<file path="src/design/cbr_pkg.sv">
// Shared types and constants of the CAN broadcast reassembler.
// No dependencies; cbr_buffer, cbr_frame_ctrl and the top level import it.
package cbr_pkg;

  // Command codes of the request channel
  localparam logic [1:0] CMD_FRAME = 2'd0;
  localparam logic [1:0] CMD_TAKE  = 2'd1;
  localparam logic [1:0] CMD_READ  = 2'd2;

  // Configuration register indexes
  localparam logic CFG_ANNOUNCE_ID = 1'b0;
  localparam logic CFG_DATA_ID     = 1'b1;

  // Register reset values and frame constants
  localparam logic [28:0] ANNOUNCE_ID_RESET = 29'h0CECFF25;
  localparam logic [28:0] DATA_ID_RESET     = 29'h0CEBFF25;
  localparam logic [7:0]  ANNOUNCE_CONTROL  = 8'h20;
  localparam logic [3:0]  FULL_DLC          = 4'd8;
  localparam int          BYTES_PER_FRAME   = 7;
  localparam logic [6:0]  TAKE_MAX          = 7'd127;

  // floor(x / 7) == (x * 147) >> 10 for every 7-bit x
  localparam logic [7:0]  DIV7_MUL   = 8'd147;
  localparam int          DIV7_SHIFT = 10;

  typedef enum logic [1:0] {
    PH_IDLE      = 2'd0,
    PH_RECEIVING = 2'd1,
    PH_COMPLETE  = 2'd2
  } phase_t;

  // One buffer row: the payload of one data frame
  typedef logic [BYTES_PER_FRAME-1:0][7:0] row_bytes_t;

  typedef struct packed {
    logic [1:0]  command;
    logic [28:0] frame_id;
    logic [3:0]  frame_len;
    logic [7:0]  byte_0;
    logic [7:0]  byte_1;
    logic [7:0]  byte_2;
    logic [7:0]  byte_3;
    logic [7:0]  byte_4;
    logic [7:0]  byte_5;
    logic [7:0]  byte_6;
    logic [7:0]  byte_7;
    logic [6:0]  read_index;
  } req_item_t;

  // Result of one beat, less the buffer byte, which comes from the registered read port
  typedef struct packed {
    phase_t     status;
    logic [6:0] taken_length;
    logic       take_ok;
    logic       rd_sel;
    logic [2:0] rd_lane;
  } result_t;

endpackage

</file>
<file path="src/design/cbr_if.sv">
// Valid/ready channel interfaces of the CAN broadcast reassembler.
// Depends on nothing; used by the top level and its environment.
interface cbr_req_if;
  logic        valid;
  logic        ready;
  logic [1:0]  command;
  logic [28:0] frame_id;
  logic [3:0]  frame_len;
  logic [7:0]  byte_0;
  logic [7:0]  byte_1;
  logic [7:0]  byte_2;
  logic [7:0]  byte_3;
  logic [7:0]  byte_4;
  logic [7:0]  byte_5;
  logic [7:0]  byte_6;
  logic [7:0]  byte_7;
  logic [6:0]  read_index;

  modport source (
    output valid, command, frame_id, frame_len, byte_0, byte_1, byte_2, byte_3,
           byte_4, byte_5, byte_6, byte_7, read_index,
    input  ready
  );
  modport sink (
    input  valid, command, frame_id, frame_len, byte_0, byte_1, byte_2, byte_3,
           byte_4, byte_5, byte_6, byte_7, read_index,
    output ready
  );
endinterface

interface cbr_rsp_if;
  logic       valid;
  logic       ready;
  logic [1:0] rx_status;
  logic [6:0] taken_length;
  logic       take_ok;
  logic [7:0] read_data;

  modport source (
    output valid, rx_status, taken_length, take_ok, read_data,
    input  ready
  );
  modport sink (
    input  valid, rx_status, taken_length, take_ok, read_data,
    output ready
  );
endinterface

</file>
<file path="src/design/cbr_buffer.sv">
// Message buffer: one row of seven bytes per data frame, row valid bits.
// Depends on cbr_pkg for the row type.
module cbr_buffer #(
  parameter int ROWS  = 12,
  parameter int ROW_W = 4
) (
  input  logic                clk,
  input  logic                rst,
  input  logic                wr_en,
  input  logic [ROW_W-1:0]    wr_row,
  input  logic [6:0]          wr_mask,
  input  cbr_pkg::row_bytes_t wr_data,
  input  logic                rd_en,
  input  logic [ROW_W-1:0]    rd_row,
  output cbr_pkg::row_bytes_t rd_data
);
  import cbr_pkg::*;

  row_bytes_t       mem [ROWS];
  logic [ROWS-1:0]  row_valid;
  row_bytes_t       mem_q;
  logic             valid_q;

  // Mark rows once written; an unwritten row reads as zero
  always_ff @(posedge clk) begin
    if (rst) begin
      row_valid <= '0;
    end else if (wr_en) begin
      row_valid[wr_row] <= 1'b1;
    end
  end

  // Write enabled lanes; the first write of a row zeroes the other lanes
  always_ff @(posedge clk) begin
    if (wr_en) begin
      for (int l = 0; l < BYTES_PER_FRAME; l++) begin
        if (wr_mask[l]) begin
          mem[wr_row][l] <= wr_data[l];
        end else if (!row_valid[wr_row]) begin
          mem[wr_row][l] <= 8'd0;
        end
      end
    end
  end

  // Registered read port
  always_ff @(posedge clk) begin
    if (rd_en) begin
      mem_q   <= mem[rd_row];
      valid_q <= row_valid[rd_row];
    end
  end

  assign rd_data = valid_q ? mem_q : '0;

endmodule

</file>
<file path="src/design/cbr_frame_ctrl.sv">
// Frame decoder and reassembly state: phase, length, fill count, ids.
// Depends on cbr_pkg; drives the write and read ports of cbr_buffer.
module cbr_frame_ctrl #(
  parameter int BUFFER_BYTES = 80,
  parameter int ROW_W        = 4
) (
  input  logic               clk,
  input  logic               rst,
  input  logic               cfg_we,
  input  logic               cfg_index,
  input  logic [28:0]        cfg_data,
  input  logic               accept,
  input  cbr_pkg::req_item_t req,
  output cbr_pkg::result_t   res,
  output logic               wr_en,
  output logic [ROW_W-1:0]   wr_row,
  output logic [6:0]         wr_mask,
  output cbr_pkg::row_bytes_t wr_data,
  output logic               rd_en,
  output logic [ROW_W-1:0]   rd_row
);
  import cbr_pkg::*;

  localparam int              RECV_W  = $clog2(BUFFER_BYTES + 1);
  localparam int              ROWS    = (BUFFER_BYTES + BYTES_PER_FRAME - 1) / BYTES_PER_FRAME;
  localparam int              RCNT_W  = $clog2(ROWS + 1);
  localparam logic [15:0]     BUF_LEN = 16'(BUFFER_BYTES);

  logic [28:0]       announce_frame_id;
  logic [28:0]       data_frame_id;
  phase_t            phase;
  phase_t            phase_next;
  logic [15:0]       message_length;
  logic [RECV_W-1:0] received;
  logic [RCNT_W-1:0] recv_row;

  logic              is_frame;
  logic              is_ann;
  logic              is_data;
  logic [15:0]       ann_len;
  logic [10:0]       ann_span;
  logic              ann_fits;
  logic              seq_ok;
  logic              data_go;
  logic [15:0]       recv16;
  logic [15:0]       left;
  logic [15:0]       space;
  logic [2:0]        count_len;
  logic [2:0]        count;
  logic [RECV_W-1:0] recv_sum;
  logic [14:0]       idx_prod;
  logic [4:0]        idx_row;
  logic [7:0]        idx_row7;
  logic [7:0]        idx_lane;
  logic              rd_in_range;

  // Configuration registers
  always_ff @(posedge clk) begin
    if (rst) begin
      announce_frame_id <= ANNOUNCE_ID_RESET;
      data_frame_id     <= DATA_ID_RESET;
    end else if (cfg_we) begin
      case (cfg_index)
        CFG_ANNOUNCE_ID: announce_frame_id <= cfg_data;
        CFG_DATA_ID:     data_frame_id     <= cfg_data;
        default:         ;
      endcase
    end
  end

  // Decode the beat
  always_comb begin
    is_frame = (req.command == CMD_FRAME) && (req.frame_len == FULL_DLC);
    is_ann   = is_frame && (req.frame_id == announce_frame_id) &&
               (req.byte_0 == ANNOUNCE_CONTROL);
    is_data  = is_frame && !is_ann && (req.frame_id == data_frame_id);
    ann_len  = {req.byte_2, req.byte_1};
    ann_span = {req.byte_3, 3'b000} - {3'b000, req.byte_3};
    ann_fits = ({1'b0, ann_len} <= 17'(ann_span)) &&
               (({1'b0, ann_len} + 17'd7) > 17'(ann_span)) &&
               (ann_len <= BUF_LEN);
    seq_ok   = (phase == PH_RECEIVING) && ((9'(recv_row) + 9'd1) == {1'b0, req.byte_0});
    data_go  = is_data && seq_ok;
  end

  // Payload byte count: what the message still needs, clipped to the buffer
  always_comb begin
    recv16    = 16'(received);
    left      = (message_length > recv16) ? (message_length - recv16) : 16'd0;
    count_len = (left > 16'd7) ? 3'd7 : left[2:0];
    space     = BUF_LEN - recv16;
    count     = (16'(count_len) > space) ? space[2:0] : count_len;
    recv_sum  = received + RECV_W'(count);
  end

  // Next phase
  always_comb begin
    phase_next = phase;
    case (req.command)
      CMD_FRAME: begin
        if (is_ann && ann_fits) begin
          phase_next = PH_RECEIVING;
        end else if (data_go && (16'(recv_sum) >= message_length)) begin
          phase_next = PH_COMPLETE;
        end
      end
      CMD_TAKE: begin
        if (phase == PH_COMPLETE) begin
          phase_next = PH_IDLE;
        end
      end
      default: ;
    endcase
  end

  // Split the read index into row and lane
  always_comb begin
    idx_prod    = 15'(req.read_index) * 15'(DIV7_MUL);
    idx_row     = idx_prod[14:DIV7_SHIFT];
    idx_row7    = {idx_row, 3'b000} - {3'b000, idx_row};
    idx_lane    = {1'b0, req.read_index} - idx_row7;
    rd_in_range = 16'(req.read_index) < BUF_LEN;
  end

  // Result and buffer ports
  always_comb begin
    res.status       = phase_next;
    res.take_ok      = (req.command == CMD_TAKE) && (phase == PH_COMPLETE);
    res.taken_length = '0;
    if (res.take_ok) begin
      res.taken_length = (message_length > 16'(TAKE_MAX)) ? TAKE_MAX : message_length[6:0];
    end
    res.rd_sel  = (req.command == CMD_READ) && rd_in_range;
    res.rd_lane = idx_lane[2:0];

    rd_en  = accept && res.rd_sel;
    rd_row = ROW_W'(idx_row);

    wr_en   = accept && data_go && (count != 3'd0);
    wr_row  = ROW_W'(recv_row);
    for (int l = 0; l < BYTES_PER_FRAME; l++) begin
      wr_mask[l] = 3'(l) < count;
    end
    wr_data = {req.byte_7, req.byte_6, req.byte_5, req.byte_4,
               req.byte_3, req.byte_2, req.byte_1};
  end

  // State registers
  always_ff @(posedge clk) begin
    if (rst) begin
      phase          <= PH_IDLE;
      message_length <= '0;
      received       <= '0;
      recv_row       <= '0;
    end else if (accept) begin
      phase <= phase_next;
      if (is_ann) begin
        message_length <= ann_len;
      end
      if (is_ann && ann_fits) begin
        received <= '0;
        recv_row <= '0;
      end else if (data_go) begin
        received <= recv_sum;
        if (count == 3'(BYTES_PER_FRAME)) begin
          recv_row <= recv_row + RCNT_W'(1);
        end
      end
    end
  end

  // The fill count never runs past the buffer
  a_fill_bound: assert property (@(posedge clk) disable iff (rst)
    16'(received) <= BUF_LEN)
    else $error("fill count beyond buffer");

  // The row counter tracks the fill count in whole frames
  a_row_track: assert property (@(posedge clk) disable iff (rst)
    (16'(recv_row) * 16'd7 <= 16'(received)) &&
    (16'(received) < 16'(recv_row) * 16'd7 + 16'd7))
    else $error("row counter out of step with fill count");

  // Buffer writes happen only on beats taken while receiving
  a_write_phase: assert property (@(posedge clk) disable iff (rst)
    wr_en |-> (accept && (phase == PH_RECEIVING)))
    else $error("buffer write outside receiving phase");

  // A successful take leaves the block idle
  a_take_idle: assert property (@(posedge clk) disable iff (rst)
    (accept && res.take_ok) |=> (phase == PH_IDLE))
    else $error("take did not return to idle");

endmodule

</file>
<file path="src/design/can_bam_reassembler_top.sv">
// CAN broadcast reassembler top level: channels, result register, buffer.
// Depends on cbr_pkg, cbr_if, cbr_buffer and cbr_frame_ctrl.
//
// Usage: each request beat carries one command: a received CAN frame, a
// take of the completed message, or a read of one buffer byte. Every beat
// yields exactly one response beat with the phase after the command, the
// taken length and flag, and the buffer byte for a read.
// The two frame ids are set on the cfg port (index 0 announce id, index 1
// data id) while no beat is in flight.
// The response is registered: it is valid in the cycle after the request is taken.
// Throughput: one beat per cycle when rsp is not stalled; the frame decode
// and single-row buffer write or read all complete in the accepting cycle.
// Reset: phase idle, length and fill count zero, ids to their defaults;
// the buffer reads as zero through per-row valid bits, with no clearing
// pass, so requests are taken from the first cycle after reset.
// Stall: a response waiting on rsp.ready holds in its register; a new
// request is taken in the same cycle that the waiting response leaves.
module can_bam_reassembler_top #(
  parameter int BUFFER_BYTES = 80
) (
  input  logic             clk,
  input  logic             rst,
  input  logic             cfg_we,
  input  logic             cfg_index,
  input  logic [28:0]      cfg_data,
  cbr_req_if.sink          req,
  cbr_rsp_if.source        rsp
);
  import cbr_pkg::*;

  localparam int ROWS  = (BUFFER_BYTES + BYTES_PER_FRAME - 1) / BYTES_PER_FRAME;
  localparam int ROW_W = (ROWS > 1) ? $clog2(ROWS) : 1;

  logic             accept;
  req_item_t        req_item;
  result_t          res;
  result_t          res_q;
  logic             rsp_valid;
  logic             wr_en;
  logic [ROW_W-1:0] wr_row;
  logic [6:0]       wr_mask;
  row_bytes_t       wr_data;
  logic             rd_en;
  logic [ROW_W-1:0] rd_row;
  row_bytes_t       rd_data;

  // Take a beat whenever the response register is free or draining
  assign req.ready = !rsp_valid || rsp.ready;
  assign accept    = req.valid && req.ready;

  assign req_item = '{
    command:    req.command,
    frame_id:   req.frame_id,
    frame_len:  req.frame_len,
    byte_0:     req.byte_0,
    byte_1:     req.byte_1,
    byte_2:     req.byte_2,
    byte_3:     req.byte_3,
    byte_4:     req.byte_4,
    byte_5:     req.byte_5,
    byte_6:     req.byte_6,
    byte_7:     req.byte_7,
    read_index: req.read_index
  };

  cbr_frame_ctrl #(
    .BUFFER_BYTES (BUFFER_BYTES),
    .ROW_W        (ROW_W)
  ) u_ctrl (
    .clk       (clk),
    .rst       (rst),
    .cfg_we    (cfg_we),
    .cfg_index (cfg_index),
    .cfg_data  (cfg_data),
    .accept    (accept),
    .req       (req_item),
    .res       (res),
    .wr_en     (wr_en),
    .wr_row    (wr_row),
    .wr_mask   (wr_mask),
    .wr_data   (wr_data),
    .rd_en     (rd_en),
    .rd_row    (rd_row)
  );

  cbr_buffer #(
    .ROWS  (ROWS),
    .ROW_W (ROW_W)
  ) u_buffer (
    .clk     (clk),
    .rst     (rst),
    .wr_en   (wr_en),
    .wr_row  (wr_row),
    .wr_mask (wr_mask),
    .wr_data (wr_data),
    .rd_en   (rd_en),
    .rd_row  (rd_row),
    .rd_data (rd_data)
  );

  // Response valid: set on a taken beat, drop once delivered
  always_ff @(posedge clk) begin
    if (rst) begin
      rsp_valid <= 1'b0;
    end else if (accept) begin
      rsp_valid <= 1'b1;
    end else if (rsp.ready) begin
      rsp_valid <= 1'b0;
    end
  end

  // Hold the result fields; the buffer read data holds with them
  always_ff @(posedge clk) begin
    if (accept) begin
      res_q <= res;
    end
  end

  assign rsp.valid        = rsp_valid;
  assign rsp.rx_status    = res_q.status;
  assign rsp.taken_length = res_q.taken_length;
  assign rsp.take_ok      = res_q.take_ok;
  assign rsp.read_data    = res_q.rd_sel ? rd_data[res_q.rd_lane] : 8'd0;

  // A stalled response must block new requests
  a_stall_blocks: assert property (@(posedge clk) disable iff (rst)
    (rsp_valid && !rsp.ready) |-> !req.ready)
    else $error("request taken over a stalled response");

endmodule
</file>
<file path="src/flat_wrapper.sv">
// flat-port wrapper written by rule: the top's interface ports become plain ports
module can_bam_reassembler_top_flat import cbr_pkg::*;
#(
  parameter int BUFFER_BYTES = 80
)
  (clk, rst, cfg_we, cfg_index, cfg_data, req_valid, req_command, req_frame_id, req_frame_len, req_byte_0, req_byte_1, req_byte_2, req_byte_3, req_byte_4, req_byte_5, req_byte_6, req_byte_7, req_read_index, req_ready, rsp_valid, rsp_rx_status, rsp_taken_length, rsp_take_ok, rsp_read_data, rsp_ready);
  cbr_req_if req_i ();
  cbr_rsp_if rsp_i ();
  input  logic clk;
  input  logic rst;
  input  logic cfg_we;
  input  logic cfg_index;
  input  logic [28:0] cfg_data;
  input wire logic [$bits(req_i.valid)-1:0] req_valid;
  input wire logic [$bits(req_i.command)-1:0] req_command;
  input wire logic [$bits(req_i.frame_id)-1:0] req_frame_id;
  input wire logic [$bits(req_i.frame_len)-1:0] req_frame_len;
  input wire logic [$bits(req_i.byte_0)-1:0] req_byte_0;
  input wire logic [$bits(req_i.byte_1)-1:0] req_byte_1;
  input wire logic [$bits(req_i.byte_2)-1:0] req_byte_2;
  input wire logic [$bits(req_i.byte_3)-1:0] req_byte_3;
  input wire logic [$bits(req_i.byte_4)-1:0] req_byte_4;
  input wire logic [$bits(req_i.byte_5)-1:0] req_byte_5;
  input wire logic [$bits(req_i.byte_6)-1:0] req_byte_6;
  input wire logic [$bits(req_i.byte_7)-1:0] req_byte_7;
  input wire logic [$bits(req_i.read_index)-1:0] req_read_index;
  output wire logic [$bits(req_i.ready)-1:0] req_ready;
  output wire logic [$bits(rsp_i.valid)-1:0] rsp_valid;
  output wire logic [$bits(rsp_i.rx_status)-1:0] rsp_rx_status;
  output wire logic [$bits(rsp_i.taken_length)-1:0] rsp_taken_length;
  output wire logic [$bits(rsp_i.take_ok)-1:0] rsp_take_ok;
  output wire logic [$bits(rsp_i.read_data)-1:0] rsp_read_data;
  input wire logic [$bits(rsp_i.ready)-1:0] rsp_ready;
  assign req_i.valid = req_valid;
  assign req_i.command = req_command;
  assign req_i.frame_id = req_frame_id;
  assign req_i.frame_len = req_frame_len;
  assign req_i.byte_0 = req_byte_0;
  assign req_i.byte_1 = req_byte_1;
  assign req_i.byte_2 = req_byte_2;
  assign req_i.byte_3 = req_byte_3;
  assign req_i.byte_4 = req_byte_4;
  assign req_i.byte_5 = req_byte_5;
  assign req_i.byte_6 = req_byte_6;
  assign req_i.byte_7 = req_byte_7;
  assign req_i.read_index = req_read_index;
  assign req_ready = req_i.ready;
  assign rsp_valid = rsp_i.valid;
  assign rsp_rx_status = rsp_i.rx_status;
  assign rsp_taken_length = rsp_i.taken_length;
  assign rsp_take_ok = rsp_i.take_ok;
  assign rsp_read_data = rsp_i.read_data;
  assign rsp_i.ready = rsp_ready;
  can_bam_reassembler_top #(.BUFFER_BYTES(BUFFER_BYTES)) u_core (.clk(clk), .rst(rst), .cfg_we(cfg_we), .cfg_index(cfg_index), .cfg_data(cfg_data), .req(req_i), .rsp(rsp_i));
endmodule
</file>
<file path="config.mk">
export PLATFORM = sky130hd
export DESIGN_NAME = can_bam_reassembler_top_flat
export DESIGN_NICKNAME = d
export VERILOG_FILES = /design/src/design/cbr_pkg.sv /design/src/design/cbr_if.sv /design/src/design/cbr_buffer.sv /design/src/design/cbr_frame_ctrl.sv /design/src/design/can_bam_reassembler_top.sv /design/src/flat_wrapper.sv
export SDC_FILE = /design/constraint.sdc
export NUM_CORES = 1
export LEC_CHECK = 0
export BUFFER_PORTS_ARGS = -buffer_cell sky130_fd_sc_hd__buf_2
export CAP_MARGIN = 15
export CORE_ASPECT_RATIO = 2
export CORE_MARGIN = 10
export CORE_UTILIZATION = 56
export DETAILED_ROUTE_END_ITERATION = 10
export MAX_ROUTING_LAYER = met4
export PLACE_DENSITY = 0.76
export SETUP_SLACK_MARGIN = 0.2
export SYNTH_ARGS = -nofsm -noshare
export SYNTH_HDL_FRONTEND = slang
export SYNTH_SLANG_ARGS = --single-unit
</file>
<file path="constraint.sdc">
create_clock -name clk -period 6.22 [get_ports clk]
set_input_delay 0.933 -clock clk [delete_from_list [all_inputs] [get_ports clk]]
set_output_delay 0.933 -clock clk [all_outputs]
set_load 0.02 [all_outputs]
</file>
==> results.toml <==
[final_layout]
fin_cells = 3594
num-fill-cells = 4682
layout_commonest_cell = "edfxtp_1"
post-route-util_pct = 64.3
ff_latch_area_um2 = 24300
area_growth_syn_to_layout_pct = 14.3
drive_gt1_share_pct = 24.6
layout_common_cells = "edfxtp_1 (743), nand2_1 (225), mux4_2 (180), buf_2 (164), buf_4 (139)"
multi_input_area_um2 = 11900
nNetsFinal = 2895

[grt]
antenna_found_initial = 2
grt_pass1_vias = 23100
overflow = 0
grt_first_pass_wirelength_mm = 142
grt_max_degree = 70
grt_use_total_pct = 25.3

[setup_path]
endpoint = "u_core.u_ctrl.phase[0]$_SDFFE_PP0P_"
startpoint = "u_core.u_ctrl.received[6]$_SDFFE_PP0P_"
reg2reg_from = "u_core.u_ctrl.received[6]$_SDFFE_PP0P_"
rrSetupSlack_ns = 0.15
crit_slowest_cell = "nor4bb_4"
cp_data_arrival_time_ns = 6.54
crit_path_frequent_cell = "o21ai_2"
slowest_delay_ns = 0.45
path_class = "reg -> reg"
r2r_end = "u_core.u_ctrl.phase[0]$_SDFFE_PP0P_"
cp_data_required_time_ns = 6.69
r2r_cells = 31
worst_setup_path_start_kind = "flop"
worst-path-max-fanout = 4
worstSetupEndpointType = "flop"

[drt]
viasPerCell = 6.11
drtPass1Iterations = 5
drt_wl_total_mm = 95.0
drtIter0Drc = 1704
wl_per_cell_um = 26.4
drc = 0
dr_total_vias = 22000
ant_nets = 0

[place]
dpl.hpwl_mm = 69.0
port_buffers = 160
routabilityCongestion = 0.956
dpl_worst_slack_ns = -0.148
dp.cells = 3444

[clock_network]
clock_sinks = 843
clk_latency_ns = 0.62
htree_levels = 3
clockBufferDepth = 3
root_buffer = "clkbuf_16"
cts_tree = "built"
clkTransAtPathRegs_ns = 0.06
numCtsBuffers = 73
cts-hold-fix-buffers = 0

[timing]
timing.fmax_mhz = 165
fin_crit_sh_pct = 97.5
rsz0062_at_grt = "yes"
setup_ws_ns = 0.154
finalSetupViolCount = 0
finClkSkew_ns = 0.0287
min_period_ns = 6.07
slew_headroom_pct = 16.5
hold_viol = 0
worst_pin_slew_ns = 1.25
setup-tns-final_ns = 0
slew_violations = 0

[logic_synthesis]
ys_warn_count = 0
synth_cells = 2395
synth_nets = 2634
synth_cell_types = 78
netlist_area_um2 = 36900
seq_area_frac_synth_pct = 65.9
ys.flop_type = "edfxtp_1"
syn_avg_cell_area_um2 = 15.4
synth-edff-count = 743
synth_seq_cells = 843
synthArstFlopShare_pct = 0

[power]
peakVddDrop_v = 0.000323
leakagePower_nw = 14.9
power_mw = 13.8
powerDensity_nw_per_um2 = 328

[hold_path]
holdCritStartpoint = "u_core.u_ctrl.data_frame_id[6]$_SDFFE_PP0P_"
hp-class = "reg -> reg"

[job]
cap_violations = 0

[floorplan]
ios = 161
die_y_um = 383
die_area_um2 = 77200
die_w_um = 202
initial_utilization_pct = 56.3
core-area_um2 = 65600
fp-row-count = 133

[run_status]
status = "completed"
==> what timing repair did <==
action	CTS	global route
resized for setup	22	22
pin swaps	14	23
endpoints found under the setup margin	108	426
setup buffers	2	2
==> worst min-delay path by stage <==
| stage | endpoint | slack (ns) | cells past startpoint |
|---|---|---|---|
| floorplan | u_core.u_buffer.row_valid[5]$_SDFFE_PP0P_ | 0.43 | 2 |
| detailed placement | u_core.u_ctrl.data_frame_id[6]$_SDFFE_PP0P_ | 0.46 | 2 |
| CTS | u_core.u_ctrl.data_frame_id[6]$_SDFFE_PP0P_ | 0.47 | 2 |
| finish | u_core.u_ctrl.data_frame_id[6]$_SDFFE_PP0P_ | 0.47 | 2 |
| global route | u_core.u_ctrl.announce_frame_id[1]$_SDFFE_PP0P_ | 0.48 | 2 |
| global placement | u_core.u_ctrl.data_frame_id[6]$_SDFFE_PP0P_ | 0.45 | 2 |
==> Yosys cell counts, types with 6 or more instances <==
master / number / share of area, %
a211oi_1: 15 / 0.31
a21boi_0: 12 / 0.24
a21o_1: 10 / 0.20
a21oi_1: 103 / 1.4
and2_1: 39 / 0.66
buf_1: 30 / 0.31
buf_2: 9 / 0.12
buf_4: 11 / 0.22
clkbuf_1: 78 / 0.79
dfxtp_1: 100 / 5.4
edfxtp_1: 743 / 60
fa_1: 6 / 0.33
ha_1: 92 / 3.1
inv_1: 89 / 0.91
mux2i_1: 84 / 2.3
mux4_2: 180 / 11
nand2_1: 228 / 2.3
nand2b_1: 8 / 0.14
nand3_1: 35 / 0.47
nand3b_1: 39 / 0.79
nand4_1: 12 / 0.20
nor2_1: 94 / 0.96
nor2b_1: 22 / 0.37
nor3_1: 30 / 0.41
nor4_1: 21 / 0.36
o21a_1: 16 / 0.33
o21ai_0: 86 / 1.2
or4_1: 7 / 0.14
xnor2_1: 32 / 0.76
xor2_1: 67 / 1.6
==> metrics by stage <==
stage,instance area (um2),hold slack (ns)
final,42200,0.466
after global routing,42200,0.484
after CTS,42000,0.469
after detailed placement,39500,0.460
after global placement,39500,0.455
after floorplan,37000,0.432
==> where the power goes <==
part           total, mW  internal, mW  leakage [nW]  switching, mW
Clock               4.56          2.52          1.16           2.04
Combinational       2.92          1.42          6.23           1.50
Sequential          6.34          6.26          7.51         0.0733
==> kinds of logic after synthesis <==
logic type      count (synthesis)  synth area share [%]
flops                         843                  65.9
buf+inv                       221                  2.42
xor+xnor                      100                  2.41
mux                           264                  13.3
compound gates                297                  4.88
fa+ha+maj                      99                  3.47
simple gates                  571                  7.68
==> routing by layer <==
metal,wire length (um),vias to the layer above,track usage (%)
met1,31700,11100,25.5
li1,-,9683,-
met3,4640,276,3.19
met5,0,-,-
met4,5850,0,14.0
met2,52800,910,46.4
==> layout make-up <==
type | instances | area share (%)
sequential | 843 | 57.6
timing repair buffer | 316 | 5.04
multi-input combinational | 1331 | 28.3
antenna | 2 | 0.0119
clock inverter | 42 | 0.961
inverter | 91 | 0.816
tap | 877 | 2.60
clock buffer | 92 | 4.67
==> state kept, by name, indices dropped and copies added (netlist names), 2 cells and up <==
signal	cells
u_core.u_ctrl.phase	2
u_core.res_q	4
u_core.u_ctrl.data_frame_id	29
u_core.u_buffer.row_valid	12
u_core.u_ctrl.announce_frame_id	29
u_core.u_ctrl.message_length	16
u_core.u_buffer.mem_q	56
u_core.u_ctrl.wr_row	4
u_core.rsp.rx_status	2
u_core.u_ctrl.received	7
u_core.rsp.taken_length	7
u_core.u_buffer.mem	672
==> worst max-delay path: cells and delay by family (launching register included) <==
kind / cells / cell delay (ns)
AO/OA/AOI/OAI: 9 / 1.36
adder cells (fa/ha/maj): 5 / 1.33
buffers and inverters: 3 / 0.25
flip-flops: 1 / 0.33
AND/OR/NAND/NOR: 14 / 2.64
Note: power is estimated with default switching activity, not from simulation.
